[src/hw/rtl/mva_pkg.sv]
// mva_pkg: shared constants and types of the motor voice allocator
// no dependencies; used by the channel interfaces and the top level

package mva_pkg;

  // number of voices in the voice table (range 1 to 4, as the voice field is VoiceW = 2 bits wide)
  localparam int unsigned NumVoices = 4;
  localparam int unsigned VoiceIdxW = (NumVoices > 1) ? $clog2(NumVoices) : 1;

  // fixed field widths of the requests and results
  localparam int unsigned ToneW  = 7;
  localparam int unsigned VoiceW = 2;

  typedef logic [ToneW-1:0]     tone_t;
  typedef logic [VoiceW-1:0]    voice_t;
  typedef logic [VoiceIdxW-1:0] vidx_t;

endpackage

[src/hw/rtl/mva_if.sv]
// mva_note_if and mva_result_if: valid/ready channels of the voice allocator
// depends on mva_pkg for field types

interface mva_note_if;
  logic           valid;
  logic           ready;
  logic           is_press;
  mva_pkg::tone_t tone;

  modport source (output valid, output is_press, output tone, input ready);
  modport sink   (input valid, input is_press, input tone, output ready);
endinterface

interface mva_result_if;
  logic            valid;
  logic            ready;
  logic            accepted;
  mva_pkg::voice_t voice;
  logic            running;
  mva_pkg::tone_t  tone_out;

  modport source (output valid, output accepted, output voice, output running,
                  output tone_out, input ready);
  modport sink   (input valid, input accepted, input voice, input running,
                  input tone_out, output ready);
endinterface

[src/hw/rtl/motor_voice_allocator_unit.sv]
// motor_voice_allocator_unit: an accepted note request reaches its result on the output channel
// through the input register, then lookup and result register
// throughput is one request per cycle while the output register is not stalled; the voice table is searched in parallel
// the output register stalls the input register only when a result is held
// reset (rst_ni low, asynchronous) frees every voice with tone 0 and empties both stages
// depends on mva_pkg and mva_if

module motor_voice_allocator_unit (
  input  logic                clk_i,
  input  logic                rst_ni,
  mva_note_if.sink            note_i,
  mva_result_if.source        result_o
);

  // ---------------------------------------------------------------------------
  // pipeline control
  // ---------------------------------------------------------------------------
  logic           in_valid_q;
  logic           in_press_q;
  mva_pkg::tone_t in_tone_q;

  logic           out_valid_q;
  logic           out_accepted_q;
  mva_pkg::voice_t out_voice_q;
  logic           out_running_q;
  mva_pkg::tone_t out_tone_q;

  logic advance;   // result register can take a new value
  logic process;   // request in the input register is handled this cycle
  logic in_ready;

  assign advance  = !out_valid_q || result_o.ready;
  assign process  = in_valid_q && advance;
  assign in_ready = !in_valid_q || advance;

  assign note_i.ready = in_ready;

  // input register: valid bit reset, payload plain
  always_ff @(posedge clk_i or negedge rst_ni) begin
    if (!rst_ni) begin
      in_valid_q <= 1'b0;
    end else if (in_ready) begin
      in_valid_q <= note_i.valid;
    end
  end

  always_ff @(posedge clk_i) begin
    if (note_i.valid && in_ready) begin
      in_press_q <= note_i.is_press;
      in_tone_q  <= note_i.tone;
    end
  end

  // ---------------------------------------------------------------------------
  // voice table
  // ---------------------------------------------------------------------------
  logic [mva_pkg::NumVoices-1:0] voice_running_q;
  mva_pkg::tone_t                voice_tone_q [mva_pkg::NumVoices];

  // lowest free voice for a press, lowest running voice holding the tone for a release
  logic          free_hit;
  mva_pkg::vidx_t free_idx;
  logic          rel_hit;
  mva_pkg::vidx_t rel_idx;

  always_comb begin
    free_hit = 1'b0;
    free_idx = '0;
    rel_hit  = 1'b0;
    rel_idx  = '0;
    // descending scan so the lowest index wins
    for (int i = mva_pkg::NumVoices - 1; i >= 0; i--) begin
      if (!voice_running_q[i]) begin
        free_hit = 1'b1;
        free_idx = mva_pkg::vidx_t'(i);
      end
      // only running voices match, so a release of tone 0 never hits a free voice
      if (voice_running_q[i] && (voice_tone_q[i] == in_tone_q)) begin
        rel_hit = 1'b1;
        rel_idx = mva_pkg::vidx_t'(i);
      end
    end
  end

  logic           hit;
  mva_pkg::vidx_t sel_idx;
  logic [mva_pkg::VoiceIdxW+mva_pkg::VoiceW-1:0] sel_idx_ext;

  assign hit         = in_press_q ? free_hit : rel_hit;
  assign sel_idx     = in_press_q ? free_idx : rel_idx;
  // voice field carries the index masked to its width
  assign sel_idx_ext = {{mva_pkg::VoiceW{1'b0}}, sel_idx};

  always_ff @(posedge clk_i or negedge rst_ni) begin
    if (!rst_ni) begin
      voice_running_q <= '0;
      for (int i = 0; i < mva_pkg::NumVoices; i++) begin
        voice_tone_q[i] <= '0;
      end
    end else if (process && hit) begin
      voice_running_q[sel_idx] <= in_press_q;
      voice_tone_q[sel_idx]    <= in_press_q ? in_tone_q : '0;
    end
  end

  // ---------------------------------------------------------------------------
  // result register
  // ---------------------------------------------------------------------------
  always_ff @(posedge clk_i or negedge rst_ni) begin
    if (!rst_ni) begin
      out_valid_q <= 1'b0;
    end else if (advance) begin
      out_valid_q <= in_valid_q;
    end
  end

  always_ff @(posedge clk_i) begin
    if (process) begin
      out_accepted_q <= hit;
      out_voice_q    <= hit ? sel_idx_ext[mva_pkg::VoiceW-1:0] : '0;
      out_running_q  <= hit && in_press_q;
      out_tone_q     <= (hit && in_press_q) ? in_tone_q : '0;
    end
  end

  assign result_o.valid    = out_valid_q;
  assign result_o.accepted = out_accepted_q;
  assign result_o.voice    = out_voice_q;
  assign result_o.running  = out_running_q;
  assign result_o.tone_out = out_tone_q;

  // ---------------------------------------------------------------------------
  // assertions
  // ---------------------------------------------------------------------------

  // a refused request reports all-zero fields
  assert property (@(posedge clk_i) disable iff (!rst_ni)
    (out_valid_q && !out_accepted_q) |->
      (out_voice_q == '0) && !out_running_q && (out_tone_q == '0))
    else $error("refused result carries nonzero fields");

  // a successful press claims exactly one more voice
  assert property (@(posedge clk_i) disable iff (!rst_ni)
    (process && in_press_q && free_hit) |=>
      ($countones(voice_running_q) == $past($countones(voice_running_q)) + 1))
    else $error("press did not claim exactly one voice");

  // a successful release stops the matched voice and clears its tone
  assert property (@(posedge clk_i) disable iff (!rst_ni)
    (process && !in_press_q && rel_hit) |=>
      (!voice_running_q[$past(rel_idx)] && (voice_tone_q[$past(rel_idx)] == '0)))
    else $error("release left the matched voice running");

  // a stopped voice result never reports a tone
  assert property (@(posedge clk_i) disable iff (!rst_ni)
    (out_valid_q && !out_running_q) |-> (out_tone_q == '0))
    else $error("stopped voice reports a tone");

endmodule

[src/flat_wrapper.sv]
// flat-port wrapper written by rule: the top's interface ports become plain ports
module motor_voice_allocator_unit_flat 
  (clk_i, rst_ni, note_i_valid, note_i_is_press, note_i_tone, note_i_ready, result_o_valid, result_o_accepted, result_o_voice, result_o_running, result_o_tone_out, result_o_ready);
  mva_note_if note_i_i ();
  mva_result_if result_o_i ();
  input  logic clk_i;
  input  logic rst_ni;
  input wire logic [$bits(note_i_i.valid)-1:0] note_i_valid;
  input wire logic [$bits(note_i_i.is_press)-1:0] note_i_is_press;
  input wire logic [$bits(note_i_i.tone)-1:0] note_i_tone;
  output wire logic [$bits(note_i_i.ready)-1:0] note_i_ready;
  output wire logic [$bits(result_o_i.valid)-1:0] result_o_valid;
  output wire logic [$bits(result_o_i.accepted)-1:0] result_o_accepted;
  output wire logic [$bits(result_o_i.voice)-1:0] result_o_voice;
  output wire logic [$bits(result_o_i.running)-1:0] result_o_running;
  output wire logic [$bits(result_o_i.tone_out)-1:0] result_o_tone_out;
  input wire logic [$bits(result_o_i.ready)-1:0] result_o_ready;
  assign note_i_i.valid = note_i_valid;
  assign note_i_i.is_press = note_i_is_press;
  assign note_i_i.tone = note_i_tone;
  assign note_i_ready = note_i_i.ready;
  assign result_o_valid = result_o_i.valid;
  assign result_o_accepted = result_o_i.accepted;
  assign result_o_voice = result_o_i.voice;
  assign result_o_running = result_o_i.running;
  assign result_o_tone_out = result_o_i.tone_out;
  assign result_o_i.ready = result_o_ready;
  motor_voice_allocator_unit u_core (.clk_i(clk_i), .rst_ni(rst_ni), .note_i(note_i_i), .result_o(result_o_i));
endmodule
[config.mk]
export PLATFORM = sky130hd
export DESIGN_NAME = motor_voice_allocator_unit_flat
export DESIGN_NICKNAME = d
export VERILOG_FILES = /design/src/hw/rtl/mva_pkg.sv /design/src/hw/rtl/mva_if.sv /design/src/hw/rtl/motor_voice_allocator_unit.sv /design/src/flat_wrapper.sv
export SDC_FILE = /design/constraint.sdc
export NUM_CORES = 1
export LEC_CHECK = 0
export BUFFER_PORTS_ARGS = -buffer_cell sky130_fd_sc_hd__buf_2
export CAP_MARGIN = 20
export CORE_UTILIZATION = 50
export CTS_BUF_LIST = sky130_fd_sc_hd__clkbuf_2 sky130_fd_sc_hd__clkbuf_4 sky130_fd_sc_hd__clkbuf_8
export DETAILED_ROUTE_END_ITERATION = 12
export PLACE_DENSITY = 0.74
export SYNTH_ARGS = -nofsm -noshare
export SYNTH_HDL_FRONTEND = slang
export SYNTH_SLANG_ARGS = --single-unit
export TNS_END_PERCENT = 50
[constraint.sdc]
create_clock -name clk_i -period 4.5 [get_ports clk_i]
set_input_delay 0.225 -clock clk_i [delete_from_list [all_inputs] [get_ports clk_i]]
set_output_delay 0.225 -clock clk_i [all_outputs]
set_load 0.005 [all_outputs]
# Yosys cells after proc, flatten, opt, wreduce, memory -nomap -nowiden
# Cells that the tools add are included.
# totals
output_inout_bits	13
ff_bits	53
inputBits	12
# classes
order_cmp	4
muxes	25
n_bitwise	1
n_eq_ne	4
reduce_logical	14
# op_table
operator	count
bitwise mux 28 bit	1
== test 7 bit	4
two-way mux 2 bit	9
demux 7 bit (select 2 bit)	1
two-way mux 7 bit	2
logical AND 1 bit	10
two-way mux 1 bit	10
bitwise mux 4 bit	1
greater-or-equal comparator 3 bit (second input constant)	1
less-than comparator 2 x 3 -> 1 bit (second input constant)	1
less-than comparator 3 x 1 -> 1 bit (second input constant)	1
NOT 2 -> 3 bit	1
demux 1 bit (select 2 bit)	1
greater-or-equal comparator 2 x 1 -> 1 bit (second input constant)	1
logical NOT 1 bit	2
logical OR 1 bit	2

# Longest topological paths before layout
# Gate-level depths: netlist of run 1.
# depth
depth_word	13
depth_mapped	9
depth_no_buf	7

# Least setup slack after synthesis of run 1
# No wires, ideal clock.
# synth_timing
path_kind	reg2reg
start	register u_core.in_tone_q[1]
end	register u_core.voice_running_q[2] (netlist name)
arrival_ns	2.033
setup_time_ns	0.125
period_less_slack_ns	2.158
setup_slack_ns	2.342
stages_incl_launch_ff	10
cell_sequence	edfxtp_1 buf_4 xor2_1 nor4_1 a41oi_2 and2b_1 a21boi_1 or4_1 buf_6 mux2_4
# synth_between
elab_chain_len	12
word_cells_on_any_way	25
# synth_lines
element	line_no	rtl
from (decl)	motor_voice_allocator_unit.sv:20	mva_pkg::tone_t in_tone_q;
from (signal assigned)	motor_voice_allocator_unit.sv:50	in_tone_q <= note_i.tone;
== test 7 bit	motor_voice_allocator_unit.sv:78	if (voice_running_q[i] && (voice_tone_q[i] == in_tone_q)) begin
logical AND 1 bit	motor_voice_allocator_unit.sv:78	
two-way mux 2 bit (4 in a row)	motor_voice_allocator_unit.sv:78	
two-way mux 2 bit	motor_voice_allocator_unit.sv:90	assign sel_idx = in_press_q ? free_idx : rel_idx;
less-than comparator 2 x 3 -> 1 bit (not written as such) / greater-or-equal comparator 2 x 1 -> 1 bit (equally long branches)	motor_voice_allocator_unit.sv:101	voice_running_q[sel_idx] <= in_press_q;
logical AND 1 bit (not written as such)	motor_voice_allocator_unit.sv:101	
two-way mux 1 bit (not written as such)	motor_voice_allocator_unit.sv:101	
demux 1 bit (select 2 bit)	--	
bitwise mux 4 bit	motor_voice_allocator_unit.sv:101	
to (signal, indexed assignment)	motor_voice_allocator_unit.sv:101	
to (decl)	motor_voice_allocator_unit.sv:57	logic [mva_pkg::NumVoices-1:0] voice_running_q;
# Several ways; a longest one is shown, not always the timed one.
# A chain may end at the register's enable or synchronous reset.

# Final worst setup path of run 1
# layout_timing
start	register u_core.in_tone_q[1]
end	register u_core.voice_tone_q[1] (netlist name)
# layout_between
elab_chain_len	13
word_cells_on_any_way	27
# layout_lines
element	line_no	rtl
== test 7 bit	motor_voice_allocator_unit.sv:78	
logical AND 1 bit	motor_voice_allocator_unit.sv:78	
two-way mux 2 bit (4 in a row)	motor_voice_allocator_unit.sv:78	
two-way mux 2 bit	motor_voice_allocator_unit.sv:90	
NOT 2 -> 3 bit	motor_voice_allocator_unit.sv:102	voice_tone_q[sel_idx] <= in_press_q ? in_tone_q : '0;
greater-or-equal comparator 3 bit (not written as such) / less-than comparator 3 x 1 -> 1 bit (equally long branches)	motor_voice_allocator_unit.sv:102	
logical AND 1 bit (not written as such)	motor_voice_allocator_unit.sv:102	
two-way mux 7 bit	motor_voice_allocator_unit.sv:102	
demux 7 bit (select 2 bit)	motor_voice_allocator_unit.sv:102	
bitwise mux 28 bit	motor_voice_allocator_unit.sv:102	
to (signal, indexed assignment)	motor_voice_allocator_unit.sv:102	
to (decl)	motor_voice_allocator_unit.sv:58	mva_pkg::tone_t voice_tone_q [mva_pkg::NumVoices];
# Several ways; a longest one is shown, not always the timed one.

==> results of run 1 <==
## flip-flops by register name (all words and copies together), names as in the netlist
register,cells
u_core.result_o.running,1
u_core.in_tone_q,7
u_core.result_o.valid,1
u_core.voice_running_q,4
u_core.result_o.voice,2
u_core.voice_tone_q,28
u_core.result_o.tone_out,7
u_core.in_press_q,1
u_core.result_o.accepted,1
u_core.in_valid_q,1
## layout make-up
cell class              instances  area share
flip-flops and latches         53      0.5147
multi-input cells             115      0.3756
repair buffers                 24     0.04350
well taps                      67     0.03036
clock buffers                   6     0.02990
clock inverters                 2    0.003172
inverters                       2    0.002719
## per-stage QoR
stage          power [uW]    util  setup WS (ps)
2_1_floorplan       901.9       -           2342
5_1_grt              1306  0.5732           1695
4_1_cts              1248  0.5732           1880
6_report             1242  0.5732           1859
3_5_place_dp        972.7  0.5543           1902
3_3_place_gp        962.1  0.5543           1997
## Yosys cell counts
master | instances | area, um2
dfrtp_1 | 34 | 850.8
mux2_4 | 24 | 360.4
xnor2_1 | 22 | 192.7
edfxtp_1 | 19 | 570.6
and2_1 | 8 | 50.05
mux2_2 | 8 | 90.09
nor2_1 | 8 | 30.03
nor2b_1 | 8 | 50.05
nand2b_1 | 6 | 37.54
nand4_1 | 6 | 37.54
xor2_1 | 6 | 52.55
buf_4 | 5 | 37.54
buf_6 | 4 | 45.04
nand2_1 | 3 | 11.26
a21oi_1 | 2 | 10.01
inv_1 | 2 | 7.510
o21ai_0 | 2 | 10.01
a211oi_1 | 1 | 7.510
a21boi_1 | 1 | 7.510
a21o_2 | 1 | 8.760
a41oi_2 | 1 | 16.27
and2_2 | 1 | 7.510
and2b_1 | 1 | 7.510
buf_2 | 1 | 5.000
clkbuf_1 | 1 | 3.750
nand3_1 | 1 | 5.000
nand3b_1 | 1 | 7.510
nor3b_4 | 1 | 18.77
nor4_1 | 1 | 6.260
o21ai_1 | 1 | 5.000
or4_1 | 1 | 7.510
## layer usage
metal / vias to the layer above / wire length [um]
met1: 704 / 2046
met5: - / 0
li1: 660 / -
met3: 12 / 209
met2: 52 / 2225
met4: 0 / 94
## logic make-up (layout without fill, tap and decap cells)
| kind of cell | after synthesis | count (layout) |
|---|---|---|
| flip-flops | 53 | 53 |
| AND/OR/NAND/NOR | 46 | 46 |
| multiplexers | 32 | 32 |
| XOR/XNOR | 28 | 28 |
| buffers and inverters | 13 | 34 |
| AO/OA/AOI/OAI | 9 | 9 |
## how the worst min path moves through the flow
stage                      start                      end
after CTS                 rst_ni  u_core.voice_tone_q[15]
after detailed placement  rst_ni    u_core.result_o.valid
after floorplan           rst_ni        u_core.in_valid_q
after global placement    rst_ni  u_core.voice_tone_q[23]
final                     rst_ni  u_core.voice_tone_q[18]
after global routing      rst_ni  u_core.voice_tone_q[23]
## power breakdown
part           switching, uW  internal, uW  total, uW
clock                    151           122        273
sequential              81.8           599        681
combinational            111           176        288
total                    345           898       1240
## critical path, delay by kind of cell (launching register included)
| family | cells | cell delay [ps] |
|---|---|---|
| compound gates | 2 | 660 |
| mux | 1 | 350 |
| xor+xnor | 1 | 210 |
| flops | 1 | 510 |
| simple gates | 3 | 800 |
==> flow_summary_export.csv, run 1 <==
group,metric,value,unit
finish,design_area,2761,um2
finish,regArea,1421,um2
power_and_ir_drop,pwr_density_cell,449.8,nW/um2
global_routing,grt_overflow_total,0,
synth,synth_xor_area_frac,0.09589,
critical_path,cp_cell_sequence,"xor2_1 -> nor4_1 -> a41oi_2 -> nor2_1 -> a211oi_1 -> and2_1 -> mux2_4",
sta,fin_tns_setup,0,ps
sta,fin_worst_skew,8.121,ps
die,start_util,0.5309,
critical_path,crit_fanout,8,
finish,final_common_cell,"dfrtp_1",
critical_path,critical_path_arrival,2830,ps
placed_design,gp_congestion,1.034,
placed_design,io_buffers,24,
critical_path,critical_path_class,"flip-flop to flip-flop",
critical_path,cp-start-kind,"flip-flop",
sta,setup_violations,0,
route,drt-pass1-iter-count,4,
global_routing,grt_max_degree,35,
power_and_ir_drop,cellLeakagePower,0.001193,uW
critical_path,critPathMaxStageDelay,590,ps
clock_network,clockBufferDepth,2,
global_routing,grt_usage,0.1976,
finish,fin_cells,269,
finish,diodes,0,
die,fp.dieW,73.52,um
die,row_count,25,
die,ioPinCount,25,
placed_design,dpl.cell_count,261,
clock_network,hold_buffers,0,
synth,ys_seq_area_frac,0.5558,
synth,synth.cell_area,2557,um2
finish,layout-drive-gt1-share,0.3317,
global_routing,use_met2,0.3099,
clock_network,insertion_delay,310,ps
clock_network,numCtsBuffers,5,
route,wire_per_inst,17.01,um
placed_design,dpl.hpwl,3.288,mm
die,dieArea,5405,um2
synth,syn_nets,193,
power_and_ir_drop,ir_worst_vdd,0.2271,mV
global_routing,top_usage_layer,"met2",
route,final_antenna_net_count,0,
route,vias,1428,
sta,finalCritPeriodShare,0.5869,
sta,finalHoldViolCount,34,
synth,synthSimpleGateAreaFrac,0.1081,
clock_network,htree_num_levels,2,
sta,fin_crit,2641,ps
critical_path,r2r_slack,1860,ps
synth,syn_inst,181,
clock_network,clock_sinks,53,
finish,layout_common_cells,"dfrtp_1, mux2_4, buf_2",
synth,synth_fa_ha_area_frac,0,
synth,synth_area_per_cell,14.13,um2
sta,fmaxAchievable,378.6,MHz
sta,maxSlewViolCount,0,
critical_path,reg2regPathDepth,7,
placed_design,place_area,2670,um2
route,wl,4.576,mm
finish,areaGrowthSynthToFinish,7.975,%
finish,multiInputGateArea,1037,um2
critical_path,crit_required,4690,ps
route,route.detailed.drc,0,
synth,ys_seq_elements,53,
finish,fillerInstances,400,
critical_path,endpoint_kind,"flip-flop",
critical_path,crit_start,"u_core.in_tone_q[1]",
critical_path,r2r_start,"u_core.in_tone_q[1]",
clock_network,postCtsSetupBuffers,0,
critical_path,rr_endpoint,"u_core.voice_tone_q[1]",
synth,synth_top_family_by_area,"multiplexers",
clock_network,cts_tree,"done",
clock_network,path_clk_slew,90,ps
outcome,status,"finished with violations",
die,coreArea,4817,um2
finish,nets,213,
global_routing,grt_pass1_wl,7.700,mm
sta,tightest_slew,780.9,ps
synth,synth_warnings,0,
synth,yosys-mux-area-fraction,0.1761,
outcome,violations,"hold timing",
sta,rsz0062_at_grt,"false",
global_routing,first_global_vias,1499,
sta,max_slew_margin,0.4794,
sta,holdWs,-11.76,ps
die,die_y,73.52,um
global_routing,antenna_found_initial,0,
route,drt_iter0_markers,134,
global_routing,met1_usage,0.2630,
job,drv_cap,0,
min_path,holdCritPathClass,"input port to async pin",
clock_network,cts_root_buf,"clkbuf_8",
critical_path,slowest_stage,"and2_1",
critical_path,crit_end,"u_core.voice_tone_q[1]",
route,vias_per_cell,5.309,
synth,yosysUniqueCellTypes,31,
synth,synth-compound-area-share,0.02544,
global_routing,grt_util_met3,0.05350,
clock_network,cts-resized-gates,0,
Note: power is estimated with default switching activity, not from simulation.
==> run 2, diff against run 1 <==
- ABC_AREA: default -> 1
- clock period: 4.5 -> 2.7 ns (I/O delays scaled with it)
==> run 2 against run 1 <==
Net effect: the flow now finishes without violations; fmax grew 20%; register-to-register slack worse by 1400 ps; via count up 71%; hold slack improved by 65 ps; first-iteration DRC count is 78% higher; count of clock-buffer cells in the layout is the same; non-clock buffer count is 9 higher; area after synthesis rose by 11%; highest routed layer unchanged.
==> flow_summary_export.csv, run 2 <==
group,metric,value,unit
sta,tightest_slew,784.0,ps
synth,synth_top_cell_area_share,0.3010,
clock_network,cts_tree,"done",
placed_design,dpl.hpwl,4.826,mm
critical_path,cp-start-kind,"flip-flop",
clock_network,insertion_delay,310,ps
placed_design,dpl.cell_count,466,
die,start_util,0.5165,
synth,syn_inst,376,
min_path,holdCritPathClass,"input port to flip-flop",
route,drt-pass1-iter-count,5,
critical_path,critical_path_class,"flip-flop to flip-flop",
finish,diodes,0,
global_routing,grt_usage,0.2416,
synth,ys_seq_area_frac,0.5029,
finish,layout-drive-gt1-share,0.1192,
placed_design,io_buffers,24,
global_routing,antenna_found_initial,0,
power_and_ir_drop,pwr_density_cell,747.6,nW/um2
sta,holdWs,53.28,ps
synth,yosysMostFrequentCell,"nand2_1",
synth,yosysUniqueCellTypes,27,
clock_network,htree_num_levels,2,
synth,yosys.area.top_type,"dfrtp_1",
critical_path,crit_fanout,18,
route,final_antenna_net_count,0,
min_path,hold_depth,3,
global_routing,grt_pass1_wl,10.89,mm
route,wire_per_inst,13.61,um
outcome,status,"finished clean",
route,drt_iter0_markers,238,
sta,fin_worst_skew,9.177,ps
route,wl,6.572,mm
synth,async_reset_ff_frac,0.6415,
critical_path,crit_top_cell,"nand2_1",
finish,areaGrowthSynthToFinish,13.01,%
clock_network,clockBufferDepth,2,
die,ioPinCount,25,
clock_network,clock_sinks,53,
placed_design,gp_congestion,1.002,
global_routing,first_global_vias,2234,
global_routing,grt_max_degree,35,
sta,finalHoldViolCount,0,
die,coreArea,5473,um2
route,vias_per_cell,5.068,
finish,fillerInstances,517,
synth,synthTopCellsByArea,"dfrtp_1, nand2_1, edfxtp_1",
critical_path,endpoint_kind,"flip-flop",
synth,synthFlopType,"dfrtp_1",
route,vias,2448,
sta,rsz0062_at_grt,"false",
clock_network,cts_root_buf,"clkbuf_8",
finish,regArea,1421,um2
sta,fin_tns_setup,0,ps
power_and_ir_drop,ir_worst_vdd,0.4213,mV
sta,setup_violations,0,
finish,fin_cells,483,
sta,fmaxAchievable,454.8,MHz
clock_network,path_clk_slew,90,ps
finish,final_common_cell,"nand2_1",
finish,layout_common_cells,"nand2_1, inv_1, nor2_1, dfrtp_1, nand3_1",
critical_path,cp_cell_sequence,"inv_2 -> nand2_1 -> nand2_1 -> nor2_1 -> nand2_1 -> nor2_1 -> nor2_1 -> nand3_2 -> nand2_4 -> nor2_8 -> nand2_1 -> nand2_1 -> nand2_1",
synth,synth_area_per_cell,7.517,um2
finish,largest_reg_flops,28,
synth,synth_warnings,0,
die,fp.dieW,77.19,um
critical_path,critical_path_arrival,2400,ps
synth,syn_nets,388,
finish,regMostFlops,"u_core.voice_tone_q",
global_routing,grt_overflow_total,0,
die,dieArea,5958,um2
placed_design,place_area,2993,um2
sta,maxSlewViolCount,0,
power_and_ir_drop,cellLeakagePower,0.001644,uW
job,drv_cap,0,
die,row_count,27,
critical_path,critPathMaxStageDelay,550,ps
clock_network,postCtsSetupBuffers,0,
sta,finalCritPeriodShare,0.8144,
sta,max_slew_margin,0.4773,
finish,nets,422,
synth,yosys-top-cells-count,"nand2_1, inv_1, dfrtp_1, nor2_1, nand3_1",
synth,synth.cell_area,2826,um2
sta,fin_crit,2199,ps
critical_path,reg2regPathDepth,13,
critical_path,crit_required,2900,ps
die,die_y,77.19,um
route,route.detailed.drc,0,
synth,synth_edf_count,19,
finish,multiInputGateArea,1170,um2
finish,design_area,3194,um2
synth,ys_seq_elements,53,
critical_path,slowest_stage,"edfxtp_1",
clock_network,numCtsBuffers,5,
## run 2: cell families (layout without fill, tap and decap cells)
kind of cell,after synthesis,after routing,share of synthesized area
AND/OR/NAND/NOR,250,250,0.3772
buffers and inverters,57,92,0.08322
flip-flops,53,53,0.5029
AO/OA/AOI/OAI,14,14,0.03054
XOR/XNOR,2,2,0.006199
## run 2: path summary, 6_finish.rpt
kind	slack [ps]	start	endpoint
max reg2reg	500	u_core.in_tone_q[4]	u_core.voice_running_q[1]
min in group asynchronous	450	rst_ni	u_core.voice_tone_q[2]
min	50	note_i_valid	u_core.in_valid_q
max in group asynchronous	1760	rst_ni	u_core.voice_tone_q[6]
min reg2reg	500	u_core.voice_tone_q[20]	u_core.voice_tone_q[20]
max	500	u_core.in_tone_q[4]	u_core.voice_running_q[1]
## run 2: what timing repair did
item	4_1_cts	5_1_grt
hold buffers	7	2
resized for setup	0	0
hold endpoints to repair	40	2
## run 2: area by class of cell
type	count	area share
clock buffers	6	0.02389
clock inverters	2	0.01097
inverters	51	0.05993
multi-input cells	266	0.3662
flip-flops and latches	53	0.4450
well taps	72	0.02820
repair buffers	33	0.06581
## run 2: power by group
| group | internal, uW | total [uW] | leakage [uW] | switching (uW) |
|---|---|---|---|---|
| Combinational | 240 | 649 | 0.000947 | 409 |
| Clock | 285 | 533 | 0.0000586 | 248 |
| Sequential | 1030 | 1210 | 0.000639 | 176 |
## run 2: critical path: cells and delay by family (launching register included)
kind          cells  cell delay [ps]
buf+inv           1              150
flops             1              550
simple gates     12             1390
## run 2: layer usage
layer	up-vias	GRT usage	part of all wire
li1	1221	-	-
met4	0	0.1019	0.033
met1	1110	0.3230	0.42
met5	-	0	0
met2	100	0.3894	0.48
met3	17	0.03810	0.068
## run 2: stage by stage
step / worst slack [ps] / power [uW] / utilization
final: 501.1 / 2388 / 0.5837
after global routing: 278.4 / 2558 / 0.5837
after global placement: 598.5 / 1833 / 0.5469
after CTS: 525.7 / 2398 / 0.5800
after detailed placement: 545.1 / 1857 / 0.5469
after floorplan: 1029 / 1674 / -
